File: src/ppqc_pkg.sv
// Shared types, widths and helpers for the polygon perimeter block.
// Depends on nothing; every other file of the block imports it.
package ppqc_pkg;

   localparam int COORD_WIDTH     = 16;
   localparam int SUM_WIDTH       = 25;
   localparam int SQ_WIDTH        = 2 * COORD_WIDTH;
   localparam int ROOT_WIDTH      = COORD_WIDTH + 1;
   localparam int RAD_WIDTH       = 2 * ROOT_WIDTH;
   localparam int REM_WIDTH       = ROOT_WIDTH + 3;
   localparam int STEP_WIDTH      = $clog2(ROOT_WIDTH);
   localparam int DEF_QUEUE_DEPTH = 4;

   typedef struct packed {
      logic signed [COORD_WIDTH-1:0] x_coord;
      logic signed [COORD_WIDTH-1:0] y_coord;
      logic                          last_vertex;
   } req_type;

   typedef struct packed {
      logic [SUM_WIDTH-1:0] perimeter;
      logic                 only_first_third;
   } rsp_type;

   typedef struct packed {
      logic [COORD_WIDTH-1:0] edge_x;
      logic [COORD_WIDTH-1:0] edge_y;
      logic                   edge_on;
      logic [COORD_WIDTH-1:0] close_x;
      logic [COORD_WIDTH-1:0] close_y;
      logic                   close_on;
      logic                   quad_ok;
   } edge_job_type;

   typedef enum logic [2:0] {
      BK_IDLE,
      BK_SQ_X,
      BK_SQ_Y,
      BK_ADD,
      BK_ROOT,
      BK_ACCUM,
      BK_EMIT
   } back_state_type;

   function automatic logic [COORD_WIDTH-1:0] abs_diff(
      input logic [COORD_WIDTH-1:0] a,
      input logic [COORD_WIDTH-1:0] b
   );
      logic [COORD_WIDTH:0] d;
      logic [COORD_WIDTH:0] m;
      d = {a[COORD_WIDTH-1], a} - {b[COORD_WIDTH-1], b};
      m = d[COORD_WIDTH] ? (~d + 1'b1) : d;
      return m[COORD_WIDTH-1:0];
   endfunction

endpackage

File: src/ppqc_front.sv
// Front end: takes vertices, tracks first and previous vertex and the quadrant flag,
// and turns each vertex but a first non-last one into an edge job. Depends on ppqc_pkg.
module ppqc_front import ppqc_pkg::*; (
   input  logic         clock,
   input  logic         reset,
   input  logic         req_valid,
   output logic         req_ready,
   input  req_type      req_data,
   output logic         job_valid,
   input  logic         job_ready,
   output edge_job_type job_data
);

   logic [COORD_WIDTH-1:0] start_x_ff, start_y_ff, prior_x_ff, prior_y_ff;
   logic                   have_start_ff, have_start_in;
   logic                   quad_ok_ff, quad_ok_in;
   logic                   fire, x_pos, x_neg, y_pos, y_neg, quad_here;
   logic [COORD_WIDTH-1:0] cur_x, cur_y, ref_x, ref_y;

   assign cur_x     = req_data.x_coord;
   assign cur_y     = req_data.y_coord;
   assign req_ready = job_ready;
   assign fire      = req_valid && job_ready;

   assign x_neg     = cur_x[COORD_WIDTH-1];
   assign y_neg     = cur_y[COORD_WIDTH-1];
   assign x_pos     = !x_neg && (|cur_x);
   assign y_pos     = !y_neg && (|cur_y);
   assign quad_here = !((x_pos && y_neg) || (x_neg && y_pos));

   // closing edge of a lone vertex goes back to itself
   assign ref_x = have_start_ff ? start_x_ff : cur_x;
   assign ref_y = have_start_ff ? start_y_ff : cur_y;

   always_comb begin
      job_data.edge_x   = abs_diff(prior_x_ff, cur_x);
      job_data.edge_y   = abs_diff(prior_y_ff, cur_y);
      job_data.edge_on  = have_start_ff;
      job_data.close_x  = abs_diff(cur_x, ref_x);
      job_data.close_y  = abs_diff(cur_y, ref_y);
      job_data.close_on = req_data.last_vertex;
      job_data.quad_ok  = quad_ok_ff && quad_here;
   end

   assign job_valid = fire && (have_start_ff || req_data.last_vertex);

   always_comb begin
      have_start_in = have_start_ff;
      quad_ok_in    = quad_ok_ff;
      if (fire) begin
         if (req_data.last_vertex) begin
            have_start_in = 1'b0;
            quad_ok_in    = 1'b1;
         end else begin
            have_start_in = 1'b1;
            quad_ok_in    = quad_ok_ff && quad_here;
         end
      end
   end

   always_ff @(posedge clock) begin
      if (reset) begin
         have_start_ff <= 1'b0;
         quad_ok_ff    <= 1'b1;
      end else begin
         have_start_ff <= have_start_in;
         quad_ok_ff    <= quad_ok_in;
      end
   end

   always_ff @(posedge clock) begin
      if (fire) begin
         prior_x_ff <= cur_x;
         prior_y_ff <= cur_y;
         if (!have_start_ff) begin
            start_x_ff <= cur_x;
            start_y_ff <= cur_y;
         end
      end
   end

endmodule

File: src/ppqc_queue.sv
// Short queue of edge jobs between front and back end.
// Depends on ppqc_pkg for the job type.
module ppqc_queue import ppqc_pkg::*; #(
   parameter int DEPTH = DEF_QUEUE_DEPTH
) (
   input  logic         clock,
   input  logic         reset,
   input  logic         push_valid,
   output logic         push_ready,
   input  edge_job_type push_data,
   output logic         pop_valid,
   input  logic         pop_ready,
   output edge_job_type pop_data
);

   localparam int PTR_W = (DEPTH > 1) ? $clog2(DEPTH) : 1;
   localparam int CNT_W = $clog2(DEPTH + 1);

   edge_job_type     slot_ff [DEPTH];
   logic [PTR_W-1:0] wr_ptr_ff, wr_ptr_in, rd_ptr_ff, rd_ptr_in;
   logic [CNT_W-1:0] count_ff, count_in;
   logic             do_push, do_pop;

   assign push_ready = (count_ff != CNT_W'(DEPTH));
   assign pop_valid  = (count_ff != '0);
   assign pop_data   = slot_ff[rd_ptr_ff];
   assign do_push    = push_valid && push_ready;
   assign do_pop     = pop_valid && pop_ready;

   always_comb begin
      wr_ptr_in = wr_ptr_ff;
      rd_ptr_in = rd_ptr_ff;
      count_in  = count_ff;
      if (do_push) begin
         wr_ptr_in = (wr_ptr_ff == PTR_W'(DEPTH - 1)) ? '0 : wr_ptr_ff + 1'b1;
      end
      if (do_pop) begin
         rd_ptr_in = (rd_ptr_ff == PTR_W'(DEPTH - 1)) ? '0 : rd_ptr_ff + 1'b1;
      end
      if (do_push && !do_pop) begin
         count_in = count_ff + 1'b1;
      end else if (do_pop && !do_push) begin
         count_in = count_ff - 1'b1;
      end
   end

   always_ff @(posedge clock) begin
      if (reset) begin
         wr_ptr_ff <= '0;
         rd_ptr_ff <= '0;
         count_ff  <= '0;
      end else begin
         wr_ptr_ff <= wr_ptr_in;
         rd_ptr_ff <= rd_ptr_in;
         count_ff  <= count_in;
      end
   end

   always_ff @(posedge clock) begin
      if (do_push) begin
         slot_ff[wr_ptr_ff] <= push_data;
      end
   end

endmodule

File: src/ppqc_back.sv
// Back end: squares each edge, takes its integer root two bits a step, keeps the
// saturating sum and holds the result register. Depends on ppqc_pkg.
module ppqc_back import ppqc_pkg::*; (
   input  logic         clock,
   input  logic         reset,
   input  logic         job_valid,
   output logic         job_ready,
   input  edge_job_type job_data,
   output logic         rsp_valid,
   input  logic         rsp_ready,
   output rsp_type      rsp_data
);

   back_state_type         state_ff, state_in;
   edge_job_type           job_ff, job_in;
   logic                   closing_ff, closing_in;
   logic [SQ_WIDTH-1:0]    sqx_ff, sqx_in, sqy_ff, sqy_in;
   logic [RAD_WIDTH-1:0]   rad_ff, rad_in;
   logic [REM_WIDTH-1:0]   rem_ff, rem_in, rem_sh, trial;
   logic [ROOT_WIDTH-1:0]  root_ff, root_in;
   logic [STEP_WIDTH-1:0]  step_ff, step_in;
   logic [SUM_WIDTH-1:0]   sum_ff, sum_in;
   logic [SUM_WIDTH:0]     total;
   logic                   rsp_valid_ff, rsp_valid_in;
   rsp_type                rsp_data_ff, rsp_data_in;
   logic [COORD_WIDTH-1:0] op_x, op_y;

   assign rsp_valid = rsp_valid_ff;
   assign rsp_data  = rsp_data_ff;
   assign job_ready = (state_ff == BK_IDLE);

   assign op_x   = closing_ff ? job_ff.close_x : job_ff.edge_x;
   assign op_y   = closing_ff ? job_ff.close_y : job_ff.edge_y;
   assign rem_sh = {rem_ff[REM_WIDTH-3:0], rad_ff[RAD_WIDTH-1 -: 2]};
   assign trial  = REM_WIDTH'({root_ff, 2'b01});
   assign total  = {1'b0, sum_ff} + (SUM_WIDTH + 1)'(root_ff);

   always_comb begin
      state_in     = state_ff;
      job_in       = job_ff;
      closing_in   = closing_ff;
      sqx_in       = sqx_ff;
      sqy_in       = sqy_ff;
      rad_in       = rad_ff;
      rem_in       = rem_ff;
      root_in      = root_ff;
      step_in      = step_ff;
      sum_in       = sum_ff;
      rsp_data_in  = rsp_data_ff;
      rsp_valid_in = rsp_valid_ff && !rsp_ready;
      case (state_ff)
         BK_IDLE: begin
            if (job_valid) begin
               job_in     = job_data;
               closing_in = !job_data.edge_on;
               state_in   = BK_SQ_X;
            end
         end
         BK_SQ_X: begin
            sqx_in   = SQ_WIDTH'(op_x) * SQ_WIDTH'(op_x);
            state_in = BK_SQ_Y;
         end
         BK_SQ_Y: begin
            sqy_in   = SQ_WIDTH'(op_y) * SQ_WIDTH'(op_y);
            state_in = BK_ADD;
         end
         BK_ADD: begin
            rad_in   = RAD_WIDTH'(sqx_ff) + RAD_WIDTH'(sqy_ff);
            rem_in   = '0;
            root_in  = '0;
            step_in  = '0;
            state_in = BK_ROOT;
         end
         BK_ROOT: begin
            rad_in = {rad_ff[RAD_WIDTH-3:0], 2'b00};
            if (rem_sh >= trial) begin
               rem_in  = rem_sh - trial;
               root_in = {root_ff[ROOT_WIDTH-2:0], 1'b1};
            end else begin
               rem_in  = rem_sh;
               root_in = {root_ff[ROOT_WIDTH-2:0], 1'b0};
            end
            step_in = step_ff + 1'b1;
            if (step_ff == STEP_WIDTH'(ROOT_WIDTH - 1)) begin
               state_in = BK_ACCUM;
            end
         end
         BK_ACCUM: begin
            sum_in = total[SUM_WIDTH] ? '1 : total[SUM_WIDTH-1:0];
            if (job_ff.close_on && !closing_ff) begin
               closing_in = 1'b1;
               state_in   = BK_SQ_X;
            end else if (job_ff.close_on) begin
               state_in = BK_EMIT;
            end else begin
               state_in = BK_IDLE;
            end
         end
         BK_EMIT: begin
            if (!rsp_valid_ff || rsp_ready) begin
               rsp_data_in.perimeter        = sum_ff;
               rsp_data_in.only_first_third = job_ff.quad_ok;
               rsp_valid_in                 = 1'b1;
               sum_in                       = '0;
               state_in                     = BK_IDLE;
            end
         end
         default: begin
            state_in = BK_IDLE;
         end
      endcase
   end

   always_ff @(posedge clock) begin
      if (reset) begin
         state_ff     <= BK_IDLE;
         closing_ff   <= 1'b0;
         step_ff      <= '0;
         sum_ff       <= '0;
         rsp_valid_ff <= 1'b0;
      end else begin
         state_ff     <= state_in;
         closing_ff   <= closing_in;
         step_ff      <= step_in;
         sum_ff       <= sum_in;
         rsp_valid_ff <= rsp_valid_in;
      end
   end

   always_ff @(posedge clock) begin
      job_ff      <= job_in;
      sqx_ff      <= sqx_in;
      sqy_ff      <= sqy_in;
      rad_ff      <= rad_in;
      rem_ff      <= rem_in;
      root_ff     <= root_in;
      rsp_data_ff <= rsp_data_in;
   end

endmodule

File: src/polygon_perimeter_quadrant_check_top.sv
// Polygon perimeter with first/third-quadrant check. Vertices arrive one per request as
// signed Q8.8 pairs; the request flagged last closes the polygon and yields one response
// with the saturating Q.8 perimeter and the quadrant flag. Each edge goes through the
// back end's shared root unit (squaring x, squaring y, adding, seventeen root steps,
// one accumulate), so an ordinary vertex costs one edge, a last vertex also the closing
// edge and a step to load the response. A first vertex that is not last uses no root.
// The front end accepts requests while its queue has room, so it runs ahead of the
// root unit by up to QUEUE_DEPTH edge jobs.
// Depends on ppqc_pkg, ppqc_front, ppqc_queue and ppqc_back.
module polygon_perimeter_quadrant_check_top import ppqc_pkg::*; #(
   parameter int QUEUE_DEPTH = DEF_QUEUE_DEPTH
) (
   input  logic    clock,
   input  logic    reset,
   input  logic    req_valid,
   output logic    req_ready,
   input  req_type req_data,
   output logic    rsp_valid,
   input  logic    rsp_ready,
   output rsp_type rsp_data
);

   logic         push_valid, push_ready, pop_valid, pop_ready;
   edge_job_type push_data, pop_data;

   ppqc_front u_front (
      .clock     (clock),
      .reset     (reset),
      .req_valid (req_valid),
      .req_ready (req_ready),
      .req_data  (req_data),
      .job_valid (push_valid),
      .job_ready (push_ready),
      .job_data  (push_data)
   );

   ppqc_queue #(
      .DEPTH (QUEUE_DEPTH)
   ) u_queue (
      .clock      (clock),
      .reset      (reset),
      .push_valid (push_valid),
      .push_ready (push_ready),
      .push_data  (push_data),
      .pop_valid  (pop_valid),
      .pop_ready  (pop_ready),
      .pop_data   (pop_data)
   );

   ppqc_back u_back (
      .clock     (clock),
      .reset     (reset),
      .job_valid (pop_valid),
      .job_ready (pop_ready),
      .job_data  (pop_data),
      .rsp_valid (rsp_valid),
      .rsp_ready (rsp_ready),
      .rsp_data  (rsp_data)
   );

endmodule

File: config.mk
export PLATFORM = sky130hd
export DESIGN_NAME = polygon_perimeter_quadrant_check_top
export DESIGN_NICKNAME = d
export VERILOG_FILES = /design/src/ppqc_pkg.sv /design/src/ppqc_front.sv /design/src/ppqc_queue.sv /design/src/ppqc_back.sv /design/src/polygon_perimeter_quadrant_check_top.sv
export SDC_FILE = /design/constraint.sdc
export NUM_CORES = 2
export LEC_CHECK = 0
export BUFFER_PORTS_ARGS = -buffer_cell sky130_fd_sc_hd__buf_2
export CAP_MARGIN = 30
export CORE_AREA = 8 8 391 393
export DETAILED_ROUTE_END_ITERATION = 10
export DIE_AREA = 0 0 399 401
export GPL_TIMING_DRIVEN = 0
export HOLD_SLACK_MARGIN = 0.06
export PLACE_DENSITY = 0.56
export SLEW_MARGIN = 20
export SYNTH_ARGS = -nofsm -noshare
export SYNTH_HDL_FRONTEND = slang
export SYNTH_SLANG_ARGS = --single-unit
File: constraint.sdc
create_clock -name clock -period 12.3 [get_ports clock]
set_input_delay 0.615 -clock clock [delete_from_list [all_inputs] [get_ports clock]]
set_output_delay 0.615 -clock clock [all_outputs]
set_load 0.1 [all_outputs]
==> impl_metrics.py <==
metrics = {
    "drt": {
        "wl_per_cell_um": 16.83,
        "detailroute.via_count": 28640,
        "post_drt_via_cell_ratio": 4.748,
        "drcViolationCount": 0,
        "initialDrtViolationCount": 1585,
        "routed_wirelength_um": 101500,
        "antenna_left": 0,
        "drt_pass1_iterations": 6,
    },
    "floorplanning": {
        "start_util_pct": 29.73,
        "die_h_um": 401,
        "core_area_mm2": 0.1468,
        "io-pin-count": 65,
        "number_of_cell_rows": 141,
        "die_area_mm2": 0.1600,
        "floorplan_die_width_um": 399,
    },
    "global_route": {
        "number_of_global_route_vias_before_repair": 29440,
        "gr-usage-all-layers_pct": 12.53,
        "grt_max_degree": 42,
        "initial_antenna_violation_count": 3,
        "grt_first_pass_wirelength_um": 161800,
        "grt-ovfl-total": 0,
    },
    "cts": {
        "clk_lat_worst_skew_ns": 0.64,
        "htreeDepth": 3,
        "root_buffer": "sky130_fd_sc_hd__clkbuf_16",
        "postCtsSetupBuffers": 0,
        "clk_transition_reported_paths_ns": 0.06,
        "tritoncts.num_buffers": 66,
        "ctsResizeCount": 0,
        "cts_tree": "built",
        "clock_path_buffers": 3,
        "clock-sinks": 601,
        "hold_buffers": 0,
    },
    "run_status": {
        "result_of_the_run": "completed",
    },
    "logic_synthesis": {
        "yosysSeqAreaShare_pct": 40.30,
        "ys_async_sr_fraction_pct": 0,
        "post-synth-top-count-cell": "sky130_fd_sc_hd__inv_1",
        "synth.top_cells.by_area": "sky130_fd_sc_hd__edfxtp_1 38%, sky130_fd_sc_hd__fa_1 15%, sky130_fd_sc_hd__ha_1 9.6%",
        "postSynthNetCount": 4590,
        "yosys_most_used_dff": "sky130_fd_sc_hd__edfxtp_1",
        "syn-mean-instance-area_um2": 11.23,
        "synth.top_cell.area_share_pct": 38.19,
        "yosysTopAreaCell": "sky130_fd_sc_hd__edfxtp_1",
        "mappedNetlistArea_mm2": 0.04364,
        "netlist_top_cells_count": "639 x sky130_fd_sc_hd__inv_1, 555 x sky130_fd_sc_hd__edfxtp_1, 336 x sky130_fd_sc_hd__ha_1, 330 x sky130_fd_sc_hd__fa_1, 312 x sky130_fd_sc_hd__nor2_1",
        "synth_warnings": 0,
        "syn_inst": 3887,
        "number_of_storage_elements_in_the_synthesis_netlist": 601,
        "synth_edf_count": 555,
        "ys_types": 103,
    },
    "timing": {
        "period_share_pct": 76.24,
        "timing.max_slew.rel_slack_pct": 31.80,
        "worst_pin_slew_ns": 0.9946,
        "final-max-slew-violation-count": 0,
        "holdWs_ns": 0.1915,
        "setup_viol_count_final": 0,
        "timing.setup.tns_ns": 0,
        "finalHoldViolations": 0,
        "clock_skew_ns": 0.03023,
        "maxClockFrequency_mhz": 106.6,
        "time_the_final_worst_path_needs_with_i_o_delays_and_setup_ns": 9.378,
        "rsz0062_at_grt": "false",
    },
    "setup_path": {
        "timing.critical_path.slowest_stage_cell": "sky130_fd_sc_hd__clkbuf_1",
        "reg2reg_setup_slack_ns": 2.92,
        "worstRegToRegCells": 26,
        "critical_path.reg2reg.endpoint": "u_back.sqy_ff[30]$_DFFE_PP_",
        "critPathArrivalTime_ns": 9.74,
        "critical_path.startpoint_type": "register",
        "critPathBufInv": 8,
        "worst-setup-path-type": "reg -> reg",
        "cp_max_fo": 10,
        "largest_stage_delay_on_the_critical_path_ns": 0.72,
        "timing.rr.start": "u_back.closing_ff$_SDFFE_PP0P_",
        "timing.critical_path.to_type": "register",
        "timing.critical_path.required_ns": 12.66,
        "cpMostUsedCell": "sky130_fd_sc_hd__fa_1",
        "critical_path.top_delay_family": "adder cells",
    },
    "placement": {
        "hpwlAfterDp_um": 78610,
        "post-place-cells": 5907,
        "portBuffers": 64,
        "gp_congestion": 0.8373,
        "dpl_cell_area_mm2": 0.04673,
    },
    "cells_and_area": {
        "antennaDiodeCount": 0,
        "finalInstanceArea_mm2": 0.04905,
        "drive_gt1_share_pct": 8.703,
        "finalNonFillerCells": 6032,
        "area_occupied_by_multi_input_gates_mm2": 0.02326,
        "filler_cells_inserted": 14830,
        "layout_overhead_on_the_synthesized_area_pct": 12.39,
        "final_net_count": 4756,
        "total_area_of_sequential_cells_mm2": 0.01759,
    },
    "run": {
        "cap_viol_max_count": 0,
    },
    "hold_path": {
        "min_path_cells": 1,
        "hold_start": "req_data[27]",
        "worstHoldPathType": "in -> reg",
        "hold_end": "u_front.prior_x_ff[10]$_DFFE_PP_",
    },
}
==> kinds of logic after synthesis <==
kind of cell / Yosys count / share of synthesized area, %
XOR/XNOR: 191 / 3.833
flip-flops: 601 / 40.30
multiplexers: 121 / 4.759
buffers and inverters: 745 / 6.480
adder cells (fa/ha/maj): 666 / 24.77
AND/OR/NAND/NOR: 913 / 9.654
AO/OA/AOI/OAI: 650 / 10.20
==> flip-flops by register name, summed over array words and instances (netlist names), 2 cells and up, named ones only <==
| register | flops |
|---|---|
| u_back.sqy_ff | 31 |
| u_front.start_x_ff | 16 |
| u_back.rsp_data | 26 |
| u_back.step_ff | 5 |
| u_back.rem_ff | 18 |
| u_back.root_ff | 17 |
| u_back.sum_ff | 25 |
| u_front.start_y_ff | 16 |
| u_back.state_ff | 3 |
| u_queue.rd_ptr_ff | 2 |
| u_back.sqx_ff | 31 |
| u_back.job_ff | 66 |
| u_queue.count_ff | 3 |
| u_queue.slot_ff | 268 |
| u_queue.wr_ptr_ff | 2 |
| u_back.rad_ff | 34 |
| u_front.prior_y_ff | 16 |
| u_front.prior_x_ff | 16 |
==> worst max path at each step <==
stage / depth (start not counted) / slack (ns) / from / to
6_report: 26 / 2.92 / u_back.closing_ff$_SDFFE_PP0P_ / u_back.sqy_ff[30]$_DFFE_PP_
5_1_grt: 26 / 2.40 / u_back.closing_ff$_SDFFE_PP0P_ / u_back.sqx_ff[28]$_DFFE_PP_
4_1_cts: 26 / 2.80 / u_back.closing_ff$_SDFFE_PP0P_ / u_back.sqy_ff[30]$_DFFE_PP_
3_5_place_dp: 26 / 2.80 / u_back.closing_ff$_SDFFE_PP0P_ / u_back.sqy_ff[30]$_DFFE_PP_
3_3_place_gp: 28 / 2.66 / u_back.closing_ff$_SDFFE_PP0P_ / u_back.sqx_ff[28]$_DFFE_PP_
2_1_floorplan: 28 / 4.70 / u_back.closing_ff$_SDFFE_PP0P_ / u_back.sqx_ff[28]$_DFFE_PP_
==> routing by layer <==
| metal | GRT usage [%] | vias to the layer above | share of wire (%) |
|---|---|---|---|
| li1 | - | 13800 | - |
| met1 | 17.30 | 14180 | 47 |
| met2 | 20.96 | 531 | 47 |
| met3 | 1.657 | 127 | 3.6 |
| met4 | 2.795 | 0 | 2.0 |
| met5 | 0 | - | 0 |
==> placed cells by master, fill, tap and decap left out, types with 29 or more instances in the layout <==
master,n
sky130_fd_sc_hd__clkbuf_16,66
sky130_fd_sc_hd__clkbuf_1,83
sky130_fd_sc_hd__dfxtp_1,46
sky130_fd_sc_hd__nand3_1,51
sky130_fd_sc_hd__nor3_1,63
sky130_fd_sc_hd__a211oi_1,33
sky130_fd_sc_hd__edfxtp_1,555
sky130_fd_sc_hd__a21oi_1,166
sky130_fd_sc_hd__o21ai_0,102
sky130_fd_sc_hd__fa_1,330
sky130_fd_sc_hd__o21a_1,66
sky130_fd_sc_hd__mux2i_1,30
sky130_fd_sc_hd__xnor2_1,111
sky130_fd_sc_hd__a21o_1,66
sky130_fd_sc_hd__buf_2,69
sky130_fd_sc_hd__nor2_1,312
sky130_fd_sc_hd__inv_1,637
sky130_fd_sc_hd__nand2b_1,29
sky130_fd_sc_hd__mux4_2,67
sky130_fd_sc_hd__ha_1,336
sky130_fd_sc_hd__nand2_1,276
sky130_fd_sc_hd__xor2_1,80
==> stage by stage <==
| step | util (%) | setup slack [ns] |
|---|---|---|
| 2_1_floorplan | - | 4.702 |
| 3_3_place_gp | 31.59 | 2.663 |
| 3_5_place_dp | 31.84 | 2.802 |
| 4_1_cts | 33.35 | 2.798 |
| 5_1_grt | 33.42 | 2.397 |
| 6_report | 33.42 | 2.922 |
==> area by class of cell <==
cell class              count  area share [%]
well taps                1930           4.923
multi-input cells        2541           47.43
clock buffers              80           3.495
repair buffers             98           1.487
inverters                 648           4.969
flip-flops and latches    601           35.86
clock inverters            37           1.036
plain buffers              97          0.8061
==> worst register-to-register path, cell delays in order, from the launching register on <==
cell	delay (ns)
sky130_fd_sc_hd__dfxtp_1	0.30
sky130_fd_sc_hd__clkbuf_1	0.42
sky130_fd_sc_hd__clkbuf_1	0.72
sky130_fd_sc_hd__buf_2	0.50
sky130_fd_sc_hd__mux2i_1	0.66
sky130_fd_sc_hd__inv_1	0.34
sky130_fd_sc_hd__buf_1	0.37
sky130_fd_sc_hd__nand2_1	0.18
sky130_fd_sc_hd__fa_1	0.47
sky130_fd_sc_hd__fa_1	0.52
sky130_fd_sc_hd__inv_1	0.06
sky130_fd_sc_hd__fa_1	0.48
sky130_fd_sc_hd__fa_1	0.52
sky130_fd_sc_hd__fa_1	0.49
sky130_fd_sc_hd__inv_1	0.05
sky130_fd_sc_hd__fa_1	0.47
sky130_fd_sc_hd__inv_1	0.05
sky130_fd_sc_hd__ha_1	0.35
sky130_fd_sc_hd__a21o_1	0.20
sky130_fd_sc_hd__a21oi_1	0.26
sky130_fd_sc_hd__o21ai_0	0.18
sky130_fd_sc_hd__a41o_1	0.31
sky130_fd_sc_hd__o311a_1	0.39
sky130_fd_sc_hd__nor2b_1	0.16
sky130_fd_sc_hd__o31a_1	0.32
sky130_fd_sc_hd__o41ai_2	0.24
sky130_fd_sc_hd__xnor2_1	0.11
Power is left out: the tool's default activity adds up to more than one toggle a clock period on the data nets, which glitch-free logic cannot reach.
